**src/sv/dtps_ram.sv**
```systemverilog
// ---------------------------------------------------------------------------
// dtps_ram
// Generic simple dual-port RAM: one write port, one read port with the read
// data registered. No reset on the contents.
// ---------------------------------------------------------------------------
module dtps_ram #(
   parameter int WIDTH = 8,
   parameter int DEPTH = 16
) (
   input  logic                     clock,
   input  logic                     wr_en,
   input  logic [$clog2(DEPTH)-1:0] wr_addr,
   input  logic [WIDTH-1:0]         wr_data,
   input  logic [$clog2(DEPTH)-1:0] rd_addr,
   output logic [WIDTH-1:0]         rd_data
);

   logic [WIDTH-1:0] mem_ff [DEPTH];
   logic [WIDTH-1:0] rd_data_ff;

   // write port and registered read port
   always_ff @(posedge clock) begin
      if (wr_en) begin
         mem_ff[wr_addr] <= wr_data;
      end
      rd_data_ff <= mem_ff[rd_addr];
   end

   assign rd_data = rd_data_ff;

endmodule
```
**config.mk**
```make
export PLATFORM = sky130hd
export DESIGN_NAME = dtps_ram
export DESIGN_NICKNAME = d
export VERILOG_FILES = /design/src/sv/dtps_ram.sv
export SDC_FILE = /design/constraint.sdc
export NUM_CORES = 1
export LEC_CHECK = 0
export ABC_AREA = 1
export BUFFER_PORTS_ARGS = -buffer_cell sky130_fd_sc_hd__buf_4
export CORE_MARGIN = 2
export CORE_UTILIZATION = 50
export CTS_BUF_LIST = sky130_fd_sc_hd__clkbuf_4
export DETAILED_ROUTE_END_ITERATION = 12
export PLACE_DENSITY = 0.67
export SLEW_MARGIN = 10
export SYNTH_ARGS = -nofsm -noshare
export SYNTH_HDL_FRONTEND = slang
export SYNTH_SLANG_ARGS = --single-unit
```
**constraint.sdc**
```tcl
create_clock -name clock -period 1.3 [get_ports clock]
set_clock_uncertainty 0.05 [all_clocks]
set_input_delay 0 -clock clock [delete_from_list [all_inputs] [get_ports clock]]
set_output_delay 0 -clock clock [all_outputs]
set_load 0.05 [all_outputs]
```
## Word level (Yosys, flattened, before mapping)

Memory sizes are Yosys's and may differ from the RTL's. A register that Yosys moved wholly into a read port is not among the register bits.
Index checks and enable logic that the tools add are counted.

| word-level totals | value |
|---|---|
| word-level logic and storage cells | 3 |
| register bits | 0 |
| memory bits (read-only) | 0 |
| memories kept | 1 |
| bits in latches | 0 |
| bits of input ports | 18 |
| output and inout port bits | 8 |
| bits in writable memories | 128 |

Memory list:

| memory | words | width | rd ports | clocked after memory_dff | write ports | RTL line | text |
|---|---|---|---|---|---|---|---|
| mem_ff | 16 | 8 | 1 | 1 | 1 | 18 | `logic [WIDTH-1:0] mem_ff [DEPTH];` |

| cells by class | value |
|---|---|
| muxes and demuxes | 2 |
| shift operators | 0 |
| $add $sub $neg | 0 |
| $lt $le $gt $ge | 0 |
| reductions and logical operators | 0 |
| bitwise operators | 0 |
| divide/modulo/power cells | 0 |
| eq/ne operators | 0 |
| multiply operators | 0 |

Operators with widths:

| kind | count |
|---|---|
| $mux 1 | 2 |

## Logic depth before layout (Yosys ltp)

| depth | value |
|---|---|
| depth in word-level cells | 2 |
| gate-level depth with buffers | 8 |
| depth with buffers taken out | 7 |

## Worst setup path after synthesis

No wires, ideal clock.

| timing path | value |
|---|---|
| path kind | input port to flip-flop |
| start | input wr_addr[2] |
| end | memory mem_ff[10][0], enable pin |
| path slack | 299 ps |
| arrival | 581 ps |
| buffers on the path | 0 |
| stages | 2 |
| cells stage by stage | nand3b_1 > nor2_1 |

RTL lines:

| element | RTL line | text |
|---|---|---|
| start: declaration | 12 | `input logic [$clog2(DEPTH)-1:0] wr_addr,` |
| end: declaration | 18 |  |

No word-level cell before the write port.

## Worst setup path in the final report

| timing path | value |
|---|---|
| start | register rd_data_ff[7], in the netlist rd_data[7] (read register of mem_ff) |
| end | output rd_data[7] |

RTL lines:

| element | RTL line | text |
|---|---|---|
| start: declaration | 19 | `logic [WIDTH-1:0] rd_data_ff;` |
| end: declaration | 15 | `output logic [WIDTH-1:0] rd_data` |

No word-level cell between the ends.

==> results <==
- The critical-path cell with the highest stage delay is dfxtp_1.
- The synthesized design contains 136 register bits.
- For the worst setup path, the data required time is 1250 ps.
- The remaining design rule violation count is 0.
- The die is 111 um tall.
- The post-synthesis area per instance is 10.5 sq um.
- The worst hold path passes through 5 cells.
- The clock reaches the later pin of the worst-skew pair after 550 ps.
- In the layout the commonest cells are nand2_1, edfxtp_1, inv_1.
- The initialized floorplan defines 39 standard-cell rows.
- The origin of the worst min-delay path is wr_addr[3].
- The clock period minus final worst setup slack is 1170 ps.
- The number of buffers on the longest clock path is 2.
- The count of maximum capacitance violations is 0.
- Across all hold checks on the routed design, the worst slack comes to 48.8 ps.
- Detailed placement finished with a half-perimeter wire length of 7.90 mm.
- The count of nets after finishing is 627.
- The critical path class is reg -> out.
- The worst reg-to-reg setup slack is 230 ps.
- TritonCTS built the clock tree.
- The number of CTS-inserted buffers is 17.
- The mapped cell area is 5770 sq um.
- After detailed routing, the average wire length per cell comes to 17.0 um.
- In the routed layout, each cell is associated on average with a via count of 5.13.
- At the worst endpoint, the arrival time is 1120 ps.
- The maximum number of pins on one net before global-route repair is 42.
- Measured against its own limit, the worst slew margin works out to 79.9%.
- The count of nets left with antenna violations once routing finished came out at 0.
- The pre-antenna-repair detailed-routing pass consisted of 5 iterations.
- The launching point of the worst reg2reg path is mem_ff[13][7]$_DFFE_PP_.
- The peak supply drop is 0.646 mV.
- Setup violations remaining at the end of the flow were counted as 0.
- The core footprint is 11300 sq um.
- The final core utilization is 59.3%.
- The number of antenna violations at the first check in global routing is 0.
- Counting every sink on the clock net gives 136.
- Setup repair after global routing left no endpoint under its margin.
- The peak clock frequency supported by timing is 0.854 GHz.
- The path with the worst hold slack has its endpoint at mem_ff[1][3]$_DFFE_PP_.
- The number of buffers and inverters on the critical path is 1.
- The max-slew violation total from the final report is 0.
- The number of gates resized after CTS was 0.
- The count of cells in the finished layout, fillers not included, comes to 765.
- The routed layout has 3923 vias.
- The wire length of the first global-routing pass is 20.6 mm.
- The startpoint class of the critical path is a flop.
- For this run, the total global-route usage over all layers was measured as 22.4%.
- The run finished with clean final reports.
- The actual transition at the worst max-transition pin is 301 ps.
- The H-tree was split into 4 levels.
- The chip width is 111 um.
- The tree is rooted in a clkbuf_4.
- The net count after synthesis is 569.
- The leftover overflow at the end of global routing is 0.
- The signal on the critical path passes through buf_4.
- The area growth from synthesis to layout is 16.4%.
- The final period utilization is 90.1%.
- The number of hold violations in the final report is 0.
- The endpoint identified for the worst register-to-register timing path is rd_data[7]$_DFF_P_.
- The Yosys step of the flow raised 0 warnings.
- Synthesis handed over a netlist of 551 instances.
- Yosys mapped the design onto 12 distinct sky130hd cell types.
- The type of the most critical hold path is in -> reg.
- The total power divided by cell area is 1360 nW/um^2.
- The first routing iteration left 276 violations.
- Summed over all layers, the routed wires come to 13.0 mm.
- On the worst path, the slowest cell contributes a delay of 370 ps.
- The die area is 12400 sq um.
- Counting tap cells, the placed design contains a total of 719 instances.
- Counting cells, the worst reg-to-reg path comes to 6.
- In this run the number of cells on the critical path is 1.
- The post-synthesis sequential area ratio is 69.4%.
- The register clock-pin slew on the reported worst setup and hold paths is 110 ps.
- The final antenna diode count is 0.
- The I/O pin count is 26.
- In this run the static leakage power is 2.93 nW.
- Along the worst path, the maximum fanout reaches 1.
- The final estimated routing congestion in global placement is 0.808.
- The via count of the first global-routing pass is 3798.
- The final total negative setup slack is 0 ps.
- Of the cells placed in the final design, the portion with a size suffix greater than 1 is 12.9%.
- Leaving out fill and tap cells, the most frequent cell in the layout is nand2_1.
- The dominant delay contributor by cell family on the critical path is flip-flops.
- The count of input and output buffers is 25.
- The worst setup path is captured at an output port.
- The effective utilization at floorplan is 50.9%.
routing by layer:
metal / vias to the layer above / wire length, um / global-route usage [%]
met5: - / 0 / 0
met4: 0 / 460 / 11.1
met3: 40 / 872 / 5.06
met2: 159 / 6200 / 34.6
met1: 1838 / 5510 / 30.1
li1: 1886 / - / -
stage by stage:
stage	total power, mW	cell area (sq um)	setup slack (ps)
2_1_floorplan	5.46	5770	299
3_3_place_gp	5.76	6210	211
3_5_place_dp	5.77	6210	190
4_1_cts	9.22	6710	52.5
5_1_grt	9.48	6710	67.4
6_report	9.14	6710	128
synthesized netlist by cell type (all sizes together):
cell / number / area [sq um]
nand3b: 2 / 15.0
nor2: 17 / 63.8
inv: 102 / 383
nand2: 173 / 649
nand3: 97 / 485
edfxtp: 128 / 3840
buf: 24 / 166
dfxtp: 8 / 160
worst max-delay path by stage:
stage                                  start                       to  slack, ps
after global placement            rd_addr[0]       rd_data[1]$_DFF_P_        210
after global routing      rd_data[6]$_DFF_P_               rd_data[6]         70
after CTS                 rd_data[6]$_DFF_P_               rd_data[6]         50
after floorplan                   wr_addr[2]  mem_ff[10][0]$_DFFE_PP_        300
final                     rd_data[7]$_DFF_P_               rd_data[7]        130
after detailed placement          rd_addr[0]       rd_data[1]$_DFF_P_        190
area by class of cell:
cell class              instances  area, sq um
flip-flops and latches        136         4000
clock inverters                14          229
fillers                       962         4610
inverters                     102          383
repair buffers                 63          571
clock buffers                  18          135
multi-input cells             289         1210
well taps                     143          179
state kept, by name (all words and copies together) (netlist names):
signal   cells
mem_ff     128
rd_data      8
cells by family after synthesis:
group,Yosys count,share of synthesized area [%]
flops,136,69.4
simple gates,289,21.0
buf+inv,126,9.52
worst reg2reg max path, delay by kind of cell, from the launching register on:
family,cells,cell delay (ps)
DFF,1,380
buffers and inverters,1,60
and+or+nand+nor,5,480
what timing repair did:
| item | 4_1_cts | 5_1_grt |
|---|---|---|
| hold buffers | 14 | 0 |
| buffers inserted | 0 | 0 |
| hold endpoints to repair | 154 | 0 |
power breakdown:
group / switching [mW] / leakage [nW] / internal [mW]
registers: 0.0338 / 1.22 / 4.89
logic: 0.524 / 1.52 / 0.258
clock network: 1.51 / 0.185 / 1.92
Note: power is estimated with default switching activity, not from simulation.
